**src/hdl/sfl_pkg.sv**
```systemverilog
// ----------------------------------------------------------------------------
// sfl_pkg
// Shared types and constants of the stereo flanger.
// ----------------------------------------------------------------------------
`timescale 1ns / 1ps
`default_nettype none

package sfl_pkg;

	// audio channels carried by one frame word
	localparam int CHANNELS = 2;

	// configuration port
	localparam int CFG_IDX_W  = 3;
	localparam int CFG_DATA_W = 18;

	localparam logic [CFG_IDX_W-1:0] REG_BASE_DELAY    = 3'd0;
	localparam logic [CFG_IDX_W-1:0] REG_SWEEP_STEP    = 3'd1;
	localparam logic [CFG_IDX_W-1:0] REG_SWEEP_LIMIT   = 3'd2;
	localparam logic [CFG_IDX_W-1:0] REG_FEEDBACK_GAIN = 3'd3;
	localparam logic [CFG_IDX_W-1:0] REG_MIX_GAIN      = 3'd4;
	localparam logic [CFG_IDX_W-1:0] REG_WET_LEFT      = 3'd5;
	localparam logic [CFG_IDX_W-1:0] REG_WET_RIGHT     = 3'd6;

	// register values after reset
	localparam logic [17:0]        BASE_DELAY_RST    = 18'd11546;
	localparam logic [15:0]        SWEEP_STEP_RST    = 16'd212;
	localparam logic [16:0]        SWEEP_LIMIT_RST   = 17'd56448;
	localparam logic signed [15:0] FEEDBACK_GAIN_RST = 16'sd24576;
	localparam logic [15:0]        MIX_GAIN_RST      = 16'd32768;
	localparam logic [15:0]        WET_RST           = 16'd32768;

	// unity gain in Q1.15
	localparam logic [15:0] GAIN_ONE = 16'd32768;

	// one-hot step strobes from the sequencer
	typedef struct packed {
		logic start;   // frame word accepted
		logic modify;  // feedback write, sweep update, delay wrap
		logic locate;  // tap addresses
		logic read;    // memory read of both taps
		logic tap;     // interpolation
	} sfl_ctl_t;

endpackage

`default_nettype wire

```
**src/hdl/sfl_addr.sv**
```systemverilog
// ----------------------------------------------------------------------------
// sfl_addr
// Write position, fill count, triangle sweep and tap address generation.
// ----------------------------------------------------------------------------
`timescale 1ns / 1ps
`default_nettype none

module sfl_addr #(
	parameter int DEPTH = 1024,
	parameter int AW    = 10
) (
	input  logic              clk,
	input  logic              arst_n,
	input  sfl_pkg::sfl_ctl_t ctl,
	input  logic [17:0]       base_delay,
	input  logic [15:0]       sweep_step,
	input  logic [16:0]       sweep_limit,
	output logic [AW-1:0]     wp,
	output logic [AW-1:0]     i1,
	output logic [AW-1:0]     i2,
	output logic [7:0]        frac,
	output logic              v1,
	output logic              v2
);
	import sfl_pkg::*;

	localparam int SPAN = DEPTH * 256;
	localparam int DW   = 19;
	localparam int DMAX = 2 * (2 ** 18 - 1);
	localparam int NMUL = DMAX / SPAN;
	localparam int PW   = (AW + 9 > DW + 1) ? AW + 9 : DW + 1;

	logic [AW-1:0]   wp_q;
	logic [AW:0]     fill_q;
	logic [25:0]     sweep_q;
	logic            falling_q;
	logic [DW-1:0]   delay_s1;
	logic [DW-1:0]   dm_s2;
	logic [DW-1:0]   dm;
	logic [PW-1:0]   ep_raw;
	logic [PW-1:0]   ep;
	logic [AW-1:0]   ei;
	logic [AW-1:0]   i1_q, i2_q;
	logic [AW-1:0]   i1_d, i2_d;
	logic [7:0]      frac_q;
	logic            v1_q, v2_q;
	logic            full;
	logic [27:0]     sw_nxt;
	logic [27:0]     sw_lim;
	logic            sw_le0, sw_ge;

	assign full = (fill_q == (AW+1)'(DEPTH));

	// position advance and fill count at frame start
	always_ff @(posedge clk or negedge arst_n) begin
		if (!arst_n) begin
			wp_q   <= '0;
			fill_q <= '0;
		end else if (ctl.start) begin
			wp_q   <= (wp_q >= AW'(DEPTH - 1)) ? '0 : wp_q + 1'b1;
			fill_q <= full ? fill_q : fill_q + 1'b1;
		end
	end

	// delay seen by this frame
	always_ff @(posedge clk) begin
		if (ctl.start)
			delay_s1 <= DW'(base_delay) + DW'(sweep_q[25:8]);
	end

	// fold the delay into one line length: compares against constant multiples
	always_comb begin
		dm = delay_s1;
		for (int k = 1; k <= NMUL; k++) begin
			if (delay_s1 >= DW'(k * SPAN))
				dm = delay_s1 - DW'(k * SPAN);
		end
	end

	always_ff @(posedge clk) begin
		if (ctl.modify)
			dm_s2 <= dm;
	end

	// triangle sweep, moved once per frame after its delay was taken, frozen while the step is zero
	assign sw_nxt = falling_q ? (28'(sweep_q) - 28'(sweep_step))
	                          : (28'(sweep_q) + 28'(sweep_step));
	assign sw_lim = {3'd0, sweep_limit, 8'd0};
	assign sw_le0 = sw_nxt[27] || (sw_nxt == '0);
	assign sw_ge  = !sw_nxt[27] && (sw_nxt >= sw_lim);

	always_ff @(posedge clk or negedge arst_n) begin
		if (!arst_n) begin
			sweep_q   <= '0;
			falling_q <= 1'b0;
		end else if (ctl.modify && (sweep_step != '0)) begin
			if (sw_le0) begin
				sweep_q   <= '0;
				falling_q <= !falling_q;
			end else begin
				if (sw_ge)
					falling_q <= !falling_q;
				sweep_q <= (sw_nxt > 28'h3FF_FFFF) ? 26'h3FF_FFFF : sw_nxt[25:0];
			end
		end
	end

	// read position behind the write position, wrapped into the line
	assign ep_raw = PW'({wp_q, 8'd0}) - PW'(dm_s2);
	assign ep     = ep_raw[PW-1] ? ep_raw + PW'(SPAN) : ep_raw;
	assign ei     = ep[AW+7:8];

	always_comb begin
		i1_d = (ei == AW'(DEPTH - 1)) ? '0 : ei + AW'(1);
		if (ei == AW'(DEPTH - 2))
			i2_d = '0;
		else if (ei == AW'(DEPTH - 1))
			i2_d = AW'(1);
		else
			i2_d = ei + AW'(2);
	end

	// entries not yet written since reset read as silence
	always_ff @(posedge clk) begin
		if (ctl.locate) begin
			i1_q   <= i1_d;
			i2_q   <= i2_d;
			frac_q <= ep[7:0];
			v1_q   <= full || ((i1_d != '0) && ({1'b0, i1_d} <= fill_q));
			v2_q   <= full || ((i2_d != '0) && ({1'b0, i2_d} <= fill_q));
		end
	end

	assign wp   = wp_q;
	assign i1   = i1_q;
	assign i2   = i2_q;
	assign frac = frac_q;
	assign v1   = v1_q;
	assign v2   = v2_q;

endmodule

`default_nettype wire

```
**config.mk**
```make
export PLATFORM = sky130hd
export DESIGN_NAME = sfl_addr
export DESIGN_NICKNAME = d
export VERILOG_FILES = /design/src/hdl/sfl_pkg.sv /design/src/hdl/sfl_addr.sv
export SDC_FILE = /design/constraint.sdc
export NUM_CORES = 1
export LEC_CHECK = 0
export ABC_AREA = 1
export BUFFER_PORTS_ARGS = -buffer_cell sky130_fd_sc_hd__buf_2
export CAP_MARGIN = 15
export CORE_UTILIZATION = 49
export DETAILED_ROUTE_END_ITERATION = 12
export PLACE_DENSITY = 0.78
export SLEW_MARGIN = 30
export SYNTH_ARGS = -nofsm -noshare
export SYNTH_HDL_FRONTEND = slang
export SYNTH_SLANG_ARGS = --single-unit
```
**constraint.sdc**
```tcl
create_clock -name clk -period 4.9 [get_ports clk]
set_clock_uncertainty 0.1 [all_clocks]
set_input_delay 0.49 -clock clk [delete_from_list [all_inputs] [get_ports clk]]
set_output_delay 0.49 -clock clk [all_outputs]
set_load 0.05 [all_outputs]
```
==> impl_results.md, run 1 <==
* Outcome: completed
* Worst Max-Slew Pin Slew at 0.720 ns
* Multi-input gate area at 6160 um2
* Critical path's top delay family: simple AND/OR/NAND/NOR gates
* CP startpoint kind: flip-flop
* Buf/Inv on CP at 4
* Synthesized area at 10600 um2
* First-pass GRT wire length at 46600 um
* Max Used Layer: met4
* Final setup viols at 0
* Minimum clock period at 4.21 ns
* Met2 wire len at 14000 um
* Critical-path top delay cell: nor3_1
* Layout Cells excl Fill at 1886
* Critical Path Sink Type: flip-flop
* Unrepaired setup endpoints after global routing: no
* Die width at 149 um
* Vias in the first global route at 9348
* Post-CTS Resized at 0
* Ant diodes at 0
* First-pass iteration count of the detailed router at 5
* Pwr dens at 787 nW/um2
* Final ANT Viol Nets at 0
* Predominant post-synthesis flop cell: edfxtp_1
* Setup Buffers After CTS at 0
* Syn nets at 1668
* LEAKAGE at 0.00631 uW
* Post-synthesis sequential area ratio at 0.301
* Synth Instances at 1503
* Max_cap viols at 0
* Most frequent cells in the layout: 433 x nand2_1, 276 x inv_1, 104 x nand3_1, 104 x ha_1, 99 x nor2_1
* CTS tree: built
* Detailed placement HPWL at 23300 um
* Worst Path Required at 5.10 ns
* Die H at 149 um
* DP Cell Count at 1854
* Clock transition at path regs at 0.06 ns
* Clock power share at 0.137
* Synth unique cells at 55
* Wire per inst at 15.4 um
* P_int at 4290 uW
* Seq cells post-synth at 114
* DIE AREA at 22200 um2
* Switching Fraction at 0.541
* Final Hold Viols at 0
* Commonest non-fill, non-tap cell in the layout: nand2_1
* CP Data Arrival Time at 4.41 ns
* Final period utilization at 0.859
* Initial drt markers at 646
* Peak supply drop at 0.293 mV
* Share of cells above drive strength 1 at 0.125
* Psw at 5050 uW
* Final net count at 1763
* CTS Hold Bufs at 0
* Post-synth EDFFs at 66
* Fmax at 238 MHz
* Hold Crit Class: primary input to async pin
* CP Max Fanout at 7
* Setup TNS at 0 ns
* GPL Wtd Cong at 0.947
* Met1 WL at 13000 um
* Pins Over Slew Limit at 0
* Avg Inst Size Synth at 7.03 um2
* DRC Markers at 0
* # fillers at 2042
* Grt ovf at 0
* Vias at 10100
* Initial Utilization at 0.501
* CP most frequent cell: nand2_1
* H-tree depth at 4
* Register area at 3180 um2
* Largest net degree at the start of global routing at 49
* Reg power frac at 0.200
* Vias per cell at 5.35
* WL met3 at 1630 um
* Synthesis-to-finish area growth at 12.3%
* TritonCTS Sinks at 114
* Row count at 53
* Max incr delay on CP at 0.52 ns
* Total CTS buffers at 17
* Clock Latency Late Sink at 0.43 ns
* Combinational Power Share at 0.663
* IO buf count at 95
* Slew HR at 0.515
* # IOs at 98
* CTS root buf: clkbuf_16
* Clk buf depth at 2
* Total Wirelength at 29100 um
* Synth warn at 0
* Critical path type: flip-flop to flip-flop
* Total track usage at 0.273
* Initial antenna violation count at 0
* CP cell instances: ha_1 > inv_1 > nor3_1 > nand2_1 > nand2_1 > xnor2_1 > inv_1 > ha_1 > inv_1 > nor2_1 > inv_1 > nor2_1 > nor3_1 > ha_1 > a21o_1 > a21oi_1 > o21ai_0 > nand2_1 > nand2_1 > a21oi_1 > o21ai_1 > nand2_1
* Async SR Flop Fraction at 0.421
* CORE AREA at 21100 um2
-- sequential cells by signal, indices dropped and copies added (netlist names) --
name and cells:
sweep_q 26, delay_s1 18, dm_s2 18, fill_q 11
i1 10, i2 10, wp 10, frac 8
falling_q 1, v1 1, v2 1
-- stage by stage --
| stage | power (uW) | setup WS (ns) | hold slack (ns) | util | area, um2 |
|---|---|---|---|---|---|
| 2_1_floorplan | 6460 | 1.08 | 0.0944 | - | 10600 |
| 3_3_place_gp | 7810 | 0.827 | 0.302 | 0.534 | 11300 |
| 3_5_place_dp | 7960 | 0.745 | 0.305 | 0.534 | 11300 |
| 4_1_cts | 9280 | 0.724 | 0.122 | 0.563 | 11900 |
| 5_1_grt | 10200 | 0.267 | 0.167 | 0.563 | 11900 |
| 6_report | 9340 | 0.691 | 0.101 | 0.563 | 11900 |
-- worst reg2reg max path: stages (launching register included) --
cell	delay, ns
dfrtp_1	0.45
ha_1	0.33
inv_1	0.08
nor3_1	0.28
nand2_1	0.11
nand2_1	0.09
xnor2_1	0.20
inv_1	0.23
ha_1	0.26
inv_1	0.08
nor2_1	0.07
inv_1	0.07
nor2_1	0.07
nor3_1	0.52
ha_1	0.36
a21o_1	0.18
a21oi_1	0.13
o21ai_0	0.09
nand2_1	0.06
nand2_1	0.05
a21oi_1	0.12
o21ai_1	0.08
nand2_1	0.06
-- logic make-up (layout without fill, tap and decap cells) --
group / after synthesis / count (layout) / share of synthesized area
fa+ha+maj: 107 / 107 / 0.129
buf+inv: 308 / 416 / 0.116
compound gates: 174 / 174 / 0.100
xor+xnor: 48 / 48 / 0.0405
simple gates: 752 / 752 / 0.313
flops: 114 / 114 / 0.301
-- final timing paths --
check | startpoint | endpoint | slack [ns] | depth (start not counted)
max reg2reg | wp[0]$_DFFE_PN0P_ | v1$_DFFE_PP_ | 0.69 | 22
min in group clk | base_delay[0] | delay_s1[0]$_DFFE_PP_ | 0.28 | 2
min reg2reg | delay_s1[1]$_DFFE_PP_ | dm_s2[1]$_DFFE_PP_ | 0.32 | 0
max | wp[0]$_DFFE_PN0P_ | v1$_DFFE_PP_ | 0.69 | 22
max in group asynchronous | arst_n | sweep_q[12]$_DFFE_PN0P_ | 4.13 | 2
min | arst_n | wp[8]$_DFFE_PN0P_ | 0.10 | 2
-- synthesized netlist by cell type, types with 3 or more instances --
cell | n | area share
edfxtp_1 | 66 | 0.19
xnor2_1 | 8 | 0.0066
nand3_1 | 104 | 0.049
o31ai_1 | 3 | 0.0021
buf_4 | 4 | 0.0028
nor3b_1 | 4 | 0.0028
nor2_1 | 99 | 0.035
o22ai_2 | 13 | 0.015
a31oi_1 | 4 | 0.0024
buf_2 | 8 | 0.0038
a21oi_1 | 64 | 0.030
nor2_2 | 10 | 0.0059
a21boi_0 | 3 | 0.0021
nor3_2 | 5 | 0.0047
nand2_1 | 433 | 0.15
ha_1 | 104 | 0.12
fa_1 | 3 | 0.0057
inv_2 | 6 | 0.0021
clkbuf_1 | 7 | 0.0025
dfrtp_1 | 48 | 0.11
nand3_2 | 5 | 0.0047
nor3_1 | 22 | 0.010
inv_1 | 277 | 0.098
nor4_1 | 9 | 0.0053
o21bai_1 | 5 | 0.0036
nand3b_1 | 7 | 0.0050
o21ai_2 | 7 | 0.0058
o21ai_0 | 58 | 0.027
a21o_1 | 4 | 0.0028
o21ai_1 | 5 | 0.0024
xor2_1 | 39 | 0.032
nand4_1 | 29 | 0.017
nand2_2 | 12 | 0.0071
-- area by class of cell --
cell class	count	area share
Multi-Input combinational cell	1081	0.519
Tap cell	275	0.0290
Sequential cell	114	0.268
Clock buffer	17	0.0358
Timing Repair Buffer	100	0.0432
Inverter	284	0.0898
Clock inverter	15	0.0147
-- metal layers --
| layer | up-vias | global-route usage |
|---|---|---|
| met5 | - | 0 |
| met4 | 0 | 0.0750 |
| met3 | 27 | 0.0315 |
| met2 | 308 | 0.468 |
| met1 | 4718 | 0.362 |
| li1 | 5028 | - |
-- power by group through the flow --
stage / registers [uW] / clock network [uW] / logic [uW]
after global routing: 1920 / 1340 / 6930
after CTS: 1870 / 1300 / 6110
after global placement: 1860 / 0 / 5950
final: 1870 / 1280 / 6200
after detailed placement: 1880 / 0 / 6080
after floorplan: 2240 / 0 / 4210
No activity file was read; power rests on OpenSTA's default activity.
==> run 2: changes to the inputs <==
--- a/config.mk
+++ b/config.mk
@@ -5,12 +5,11 @@
 export SDC_FILE = /design/constraint.sdc
 export NUM_CORES = 1
 export LEC_CHECK = 0
-export ABC_AREA = 1
 export BUFFER_PORTS_ARGS = -buffer_cell sky130_fd_sc_hd__buf_2
 export CAP_MARGIN = 15
-export CORE_UTILIZATION = 49
+export CORE_UTILIZATION = 60
 export DETAILED_ROUTE_END_ITERATION = 12
-export PLACE_DENSITY = 0.78
+export PLACE_DENSITY = 0.91
 export SLEW_MARGIN = 30
 export SYNTH_ARGS = -nofsm -noshare
 export SYNTH_HDL_FRONTEND = slang
==> run 2 against run 1 <==
Compared with the run above: fmax is 11% lower; final cell count decreased by 25%; via count fell by 11%; core utilization is 16 points higher; synthesized area fell by 11%; total power is 6.0% lower; die area decreased by 27%; largest power group unchanged.
==> impl_results.md, run 2 <==
* CP startpoint kind: flip-flop
* CTS root buf: clkbuf_16
* Final setup viols at 0 (unchanged)
* CORE AREA at 15300 um2 (-27%)
* Row count at 45 (-15%)
* Grt ovf at 0 (unchanged)
* Vias per cell at 6.35 (+19%)
* Final ANT Viol Nets at 0 (unchanged)
* Vias in the first global route at 8308 (-11%)
* IO buf count at 95 (unchanged)
* Worst setup path startpoint: dm_s2[0]$_DFFE_PP_
* Die width at 128 um (-14%)
* Max_cap viols at 0 (unchanged)
* Synth Instances at 1051 (-30%)
* Reg with most FFs: sweep_q
* Post-synth top cells: 104 x ha_1, 93 x inv_1, 93 x nand2_1
* Final core occ at 0.720 (+0.158)
* Outcome: completed
* Synth warn at 0 (unchanged)
* Minimum clock period at 4.74 ns (+0.533 ns)
* Initial Utilization at 0.617 (+0.116)
* Multi-input gate area at 5840 um2 (-5.2%)
* Pwr dens at 796 nW/um2 (+1.1%)
* Largest net degree at the start of global routing at 49 (unchanged)
* Async SR Flop Fraction at 0.421 (unchanged)
* Commonest non-fill, non-tap cell in the layout: ha_1
* Die H at 128 um (-14%)
* Final net count at 1347 (-24%)
* Initial antenna violation count at 1 (+1)
* Worst Max-Slew Pin Slew at 0.773 ns (+0.0524 ns)
* First-pass GRT wire length at 39800 um (-15%)
* Detailed placement HPWL at 18600 um (-20%)
* Register area at 3180 um2 (about the same)
* Avg Inst Size Synth at 9.00 um2 (+28%)
* Initial drt markers at 1216 (+88%)
* First-pass iteration count of the detailed router at 6 (+1)
* Synth top area cells: edfxtp_1 21%, ha_1 14%, dfrtp_1 13%
* Clk buf depth at 2 (unchanged)
* Pins Over Slew Limit at 0 (unchanged)
* Post-synth EDFFs at 66 (unchanged)
* Fmax at 211 MHz (-11%)
* Syn nets at 1216 (-27%)
* Wire per inst at 17.9 um (+16%)
* Total CTS buffers at 17 (unchanged)
* LEAKAGE at 0.00492 uW (-22%)
* CTS tree: built
* Final period utilization at 0.968 (+0.109)
* Worst Path Required at 5.07 ns (-0.03 ns)
* Critical Path Sink Type: flip-flop
* Biggest regs: sweep_q x26, delay_s1 x18, dm_s2 x18
* CP Data Arrival Time at 4.91 ns (+0.50 ns)
* Setup TNS at 0 ns (unchanged)
* Share of cells above drive strength 1 at 0.182 (+0.0568)
* # fillers at 1112 (-46%)
* Most frequent cells in the layout: 103 x ha_1, 95 x buf_2, 93 x inv_1, 93 x nand2_1, 82 x nor2_1
* Total Wirelength at 25200 um (-14%)
* # IOs at 98 (unchanged)
* Clock transition at path regs at 0.05 ns (about the same)
* Synthesis-to-finish area growth at 16.7%
* Synth unique cells at 83 (+51%)
* Vias at 8938 (-11%)
* Hold Crit Class: primary input to async pin
* Post-synth top area share at 0.210 (+0.0220)
* Peak supply drop at 0.393 mV (+34%)
* DIE AREA at 16300 um2 (-27%)
* CP Max Fanout at 5 (-2)
* Most frequent cell after synthesis: ha_1
* Slew HR at 0.478 (-0.0370)
* Total track usage at 0.313 (+0.0405)
* FF-to-FF Start: dm_s2[0]$_DFFE_PP_
* GPL Wtd Cong at 1.01 (+6.1%)
* H-tree depth at 4 (unchanged)
* Final Hold Viols at 0 (unchanged)
* Yosys top cell by area: edfxtp_1
* Reg2Reg Depth at 23 (+4.5%)
* DRC Markers at 0 (unchanged)
* Critical path type: flip-flop to flip-flop
* Max FFs per register at 26 (unchanged)
* Clock Latency Late Sink at 0.43 ns (about the same)
* Post-synthesis sequential area ratio at 0.337 (+0.0354)
* Synthesized area at 9460 um2 (-11%)
* TritonCTS Sinks at 114 (unchanged)
* Predominant post-synthesis flop cell: edfxtp_1
* Seq cells post-synth at 114 (unchanged)
[run 2: cell count changes in the layout (fill, tap and decap cells not counted), sizes merged, moves of 12 or more]
cell	previous run	this run
a21o	4	16
o21ai	70	44
buf	100	144
nor2	112	84
nor2b	0	17
o211ai	1	13
inv	290	94
nand3	110	25
o21a	1	18
a211oi	1	20
nand2	446	93
and3	1	18
xnor2	8	45
o31ai	3	25
[run 2: worst max-delay path, cell delays in order, from the launching register on]
cell and delay [ns]:
edfxtp_1 0.39, inv_1 0.06, ha_1 0.23, nor4b_2 0.19, a311o_1 0.38, and2_1 0.19
o311ai_2 0.34, and3_4 0.27, nand3b_1 0.20, nor2_4 0.23, a21oi_1 0.13, buf_4 0.17
inv_1 0.05, ha_1 0.15, nor2b_1 0.06, o21a_1 0.17, o21a_1 0.17, o21a_1 0.17
o21a_1 0.17, o21a_1 0.17, o21a_1 0.17, o211ai_1 0.16, a211oi_1 0.13, a21oi_1 0.14
[run 2: where the power goes]
group          internal, uW  total (uW)  switching (uW)
combinational          2280        5830            3550
clock                   688        1140             452
sequential             1530        1820             288
[run 2: layout make-up]
cell class              instances  share of cell area
diodes                          1            0.000227
repair buffers                144              0.0764
multi-input cells             812               0.530
clock inverters                15              0.0108
flip-flops and latches        114               0.289
clock buffers                  17              0.0386
well taps                     211              0.0239
inverters                      93              0.0316
[run 2: timing repair]
item                       4_1_cts  5_1_grt
buffers inserted                 0        2
hold endpoints to repair         0        0
resized for setup                0       15
setup endpoints to repair        0        3
hold buffers                     0        0
[run 2: per-layer routing]
metal  up-vias  wire [um]  share of wire  global-route usage
met5         -          0              0                   0
met4         0        974          0.039               0.150
met3       106       2180          0.087              0.0708
met2       521      11800           0.47               0.526
met1      4190      10200           0.41               0.381
li1       4121          -              -                   -
[run 2: through the flow]
stage / hold slack, ns / cells / total power, uW / worst slack, ns / instance area, um2
CTS: 0.112 / 1404 / 8530 / 0.134 / 11000
global route: 0.144 / 1406 / 9360 / -0.0121 / 11000
floorplan: 0.0944 / 1051 / 5790 / 0.000545 / 9460
detailed placement: 0.307 / 1372 / 7320 / 0.0198 / 10400
finish: 0.0893 / 1407 / 8780 / 0.158 / 11000
global placement: 0.301 / 1372 / 7120 / 0.110 / 10400
[run 2: worst paths after layout]
| path | slack, ns | to |
|---|---|---|
| worst max-delay path | 0.16 | v1$_DFFE_PP_ |
| worst min-delay path | 0.09 | wp[8]$_DFFE_PN0P_ |
| worst max register to register | 0.16 | v1$_DFFE_PP_ |
| worst min register to register | 0.32 | dm_s2[1]$_DFFE_PP_ |
| max in group asynchronous | 4.14 | wp[0]$_DFFE_PN0P_ |
| min in group clk | 0.28 | delay_s1[0]$_DFFE_PP_ |
[run 2: cell families after synthesis]
family / Yosys count / synth area share
compound gates: 265 / 0.200
xor+xnor: 76 / 0.0704
fa+ha+maj: 107 / 0.144
buf+inv: 125 / 0.0517
flops: 114 / 0.337
mux: 2 / 0.00225
simple gates: 362 / 0.195
==> run 3: changes to the inputs <==
--- a/config.mk
+++ b/config.mk
@@ -7,9 +7,9 @@
 export LEC_CHECK = 0
 export BUFFER_PORTS_ARGS = -buffer_cell sky130_fd_sc_hd__buf_2
 export CAP_MARGIN = 15
-export CORE_UTILIZATION = 60
+export CORE_UTILIZATION = 61
 export DETAILED_ROUTE_END_ITERATION = 12
-export PLACE_DENSITY = 0.91
+export PLACE_DENSITY = 0.92
 export SLEW_MARGIN = 30
 export SYNTH_ARGS = -nofsm -noshare
 export SYNTH_HDL_FRONTEND = slang
==> run 3 against run 2 <==
Compared with the run above: clock power increased by 25%; register-to-register slack improved by 0.06 ns; setup slack improved by 0.060 ns; count of clock-buffer cells in the layout unchanged; hold slack improved by 0.0065 ns; combinational power about the same; sequential cell count unchanged; final area increased by 0.85%; total power increased by 3.2%; critical endpoint is now v2$_DFFE_PP_; highest routed layer unchanged.
==> impl_results.md, run 3 (synthesized netlist as in run 2, its figures left out) <==
* Pwr dens at 815 nW/um2 (+2.3%)
* Wire per inst at 18.2 um (+1.6%)
* First-pass iteration count of the detailed router at 6 (unchanged)
* Max_cap viols at 0 (unchanged)
* Initial antenna violation count at 0 (-1)
* Outcome: completed
* DP Cell Count at 1349 (-1.7%)
* Final net count at 1347 (unchanged)
* TritonCTS Sinks at 114 (unchanged)
* Die width at 127 um (-0.81%)
* CP most frequent cell: o21a_1
* Setup TNS at 0 ns (unchanged)
* Critical path type: flip-flop to flip-flop
* Final setup viols at 0 (unchanged)
* # IOs at 98 (unchanged)
* Final period utilization at 0.956 (-0.0122)
* Worst Max-Slew Pin Slew at 0.769 ns (-0.00336 ns)
* DIE AREA at 16000 um2 (-1.6%)
* CTS root buf: clkbuf_16
* Hold_ws at 0.0958 ns (+0.00650 ns)
* CORE AREA at 15100 um2 (-1.1%)
* CTS Hold Bufs at 0 (unchanged)
* CP Max Fanout at 9 (+4)
* Grt ovf at 0 (unchanged)
* P_int at 4750 uW (+5.7%)
* Combinational Power Share at 0.642 (-0.021)
* Vias per cell at 6.37 (+0.31%)
* Total track usage at 0.324 (+0.0110)
* IO buf count at 95 (unchanged)
* First-pass GRT wire length at 40700 um (+2.3%)
* Clock power share at 0.157 (+0.027)
* Placed inst area at 10400 um2 (-0.28%)
* Pins Over Slew Limit at 0 (unchanged)
* Critical-path top delay cell: edfxtp_1
* CTS tree: built
* Total CTS buffers at 17 (unchanged)
* Fmax at 214 MHz (+1.3%)
* Detailed placement HPWL at 18900 um (+1.6%)
* Initial drt markers at 1051 (-14%)
* Critical path's top delay family: compound AO/OA/AOI/OAI gates
* H-tree depth at 4 (unchanged)
* Critical Path Sink Type: flip-flop
* Largest net degree at the start of global routing at 49 (unchanged)
* Clock Latency Late Sink at 0.42 ns (about the same)
* CP startpoint kind: flip-flop
* Initial Utilization at 0.624 (+0.00689)
* Synthesis-to-finish area growth at 17.7%
* Vias at 8813 (-1.4%)
* GPL Wtd Cong at 1.05 (+4.2%)
* Post-route cell area at 11100 um2 (+0.85%)
* Slew HR at 0.481 (+0.00227)
* Clk buf depth at 2 (unchanged)
* Ant diodes at 0 (-1)
* CP cell instances: inv_1 > ha_1 > nor4b_2 > a311o_1 > and2_1 > o311ai_2 > and3_4 > nand3b_1 > nor3_2 > buf_4 > nor2b_1 > ha_1 > o21a_1 > o21a_1 > o21a_1 > o21a_1 > o21a_1 > o21a_1 > o211ai_1 > a211oi_1 > a31oi_1
* Reg with most FFs: sweep_q
* Psw at 4310 uW (+0.51%)
* Peak supply drop at 0.379 mV (-3.5%)
* Worst Path Required at 5.07 ns (about the same)
* Max incr delay on CP at 0.38 ns (about the same)
* Layout Cells excl Fill at 1383 (-1.7%)
* Switching Fraction at 0.476 (-0.0126)
* CP Data Arrival Time at 4.85 ns (-0.06 ns)
* Buf/Inv on CP at 2 (-1)
* Commonest non-fill, non-tap cell in the layout: ha_1
* Max FFs per register at 26 (unchanged)
* Final ANT Viol Nets at 0 (unchanged)
* Most frequent cells in the layout: 104 x ha_1, 95 x buf_2, 93 x inv_1, 93 x nand2_1, 82 x nor2_1
* Vias in the first global route at 8404 (+1.2%)
* Share of cells above drive strength 1 at 0.182 (+0.000837)
* Total Wirelength at 25100 um (-0.17%)
* Biggest regs: sweep_q x26, delay_s1 x18, dm_s2 x18
* Clock transition at path regs at 0.06 ns (about the same)
* Die H at 127 um (-0.81%)
* LEAKAGE at 0.00499 uW (+1.4%)
* Reg power frac at 0.201 (-0.006)
* Row count at 45 (unchanged)
* Hold Crit Class: primary input to async pin
* Minimum clock period at 4.68 ns (-0.0597 ns)
* DRC Markers at 0 (unchanged)
* Final Hold Viols at 0 (unchanged)
-- run 3: area by class of cell --
cell class                      instances  area (um2)
Multi-Input combinational cell        812        5840
Sequential cell                       114        3180
Clock buffer                           17         425
Fill cell                            1058        4020
Clock inverter                         15         253
Tap cell                              188         235
Timing Repair Buffer                  144         843
Inverter                               93         349
-- run 3: power by group through the flow --
stage	clock network [uW]	logic (uW)	registers, uW
2_1_floorplan	0	3630	2150
3_3_place_gp	0	5340	1800
3_5_place_dp	0	5530	1820
4_1_cts	1430	5600	1810
5_1_grt	1480	6330	1860
6_report	1420	5820	1820
-- run 3: per-layer routing --
metal / vias to the layer above / routed length, um / GRT usage
li1: 4130 / - / -
met1: 4082 / 10100 / 0.402
met2: 487 / 11700 / 0.531
met3: 114 / 2230 / 0.0747
met4: 0 / 1110 / 0.167
met5: - / 0 / 0
-- run 3: worst reg2reg max path, stage by stage (launching register included) --
cell and delay (ns):
edfxtp_1 0.38, inv_1 0.06, ha_1 0.23, nor4b_2 0.18
a311o_1 0.37, and2_1 0.19, o311ai_2 0.33, and3_4 0.26
nand3b_1 0.20, nor3_2 0.27, buf_4 0.20, nor2b_1 0.09
ha_1 0.31, o21a_1 0.11, o21a_1 0.16, o21a_1 0.17
o21a_1 0.17, o21a_1 0.17, o21a_1 0.16, o211ai_1 0.15
a211oi_1 0.10, a31oi_1 0.14
-- run 3: worst paths after layout --
kind | startpoint | to | slack, ns | cells past startpoint
max | dm_s2[0]$_DFFE_PP_ | v2$_DFFE_PP_ | 0.22 | 21
min | arst_n | wp[3]$_DFFE_PN0P_ | 0.1 | 2
max reg2reg | dm_s2[0]$_DFFE_PP_ | v2$_DFFE_PP_ | 0.22 | 21
min reg2reg | delay_s1[15]$_DFFE_PP_ | dm_s2[15]$_DFFE_PP_ | 0.31 | 0
max in group asynchronous | arst_n | wp[0]$_DFFE_PN0P_ | 4.13 | 2
min in group clk | base_delay[0] | delay_s1[0]$_DFFE_PP_ | 0.29 | 2
-- run 3: timing repair --
action / CTS / global route
resized for setup: 0 / 12
setup buffers: 0 / 2
endpoints found under the setup margin: 0 / 3
-- run 3: per-stage QoR --
step                      worst slack [ns]  power [uW]   util
final                                0.218        9060  0.735
after global routing               -0.0415        9670  0.735
after CTS                            0.116        8840  0.730
after detailed placement            0.0218        7350  0.685
after global placement               0.128        7140  0.685
after floorplan                   0.000545        5790      -
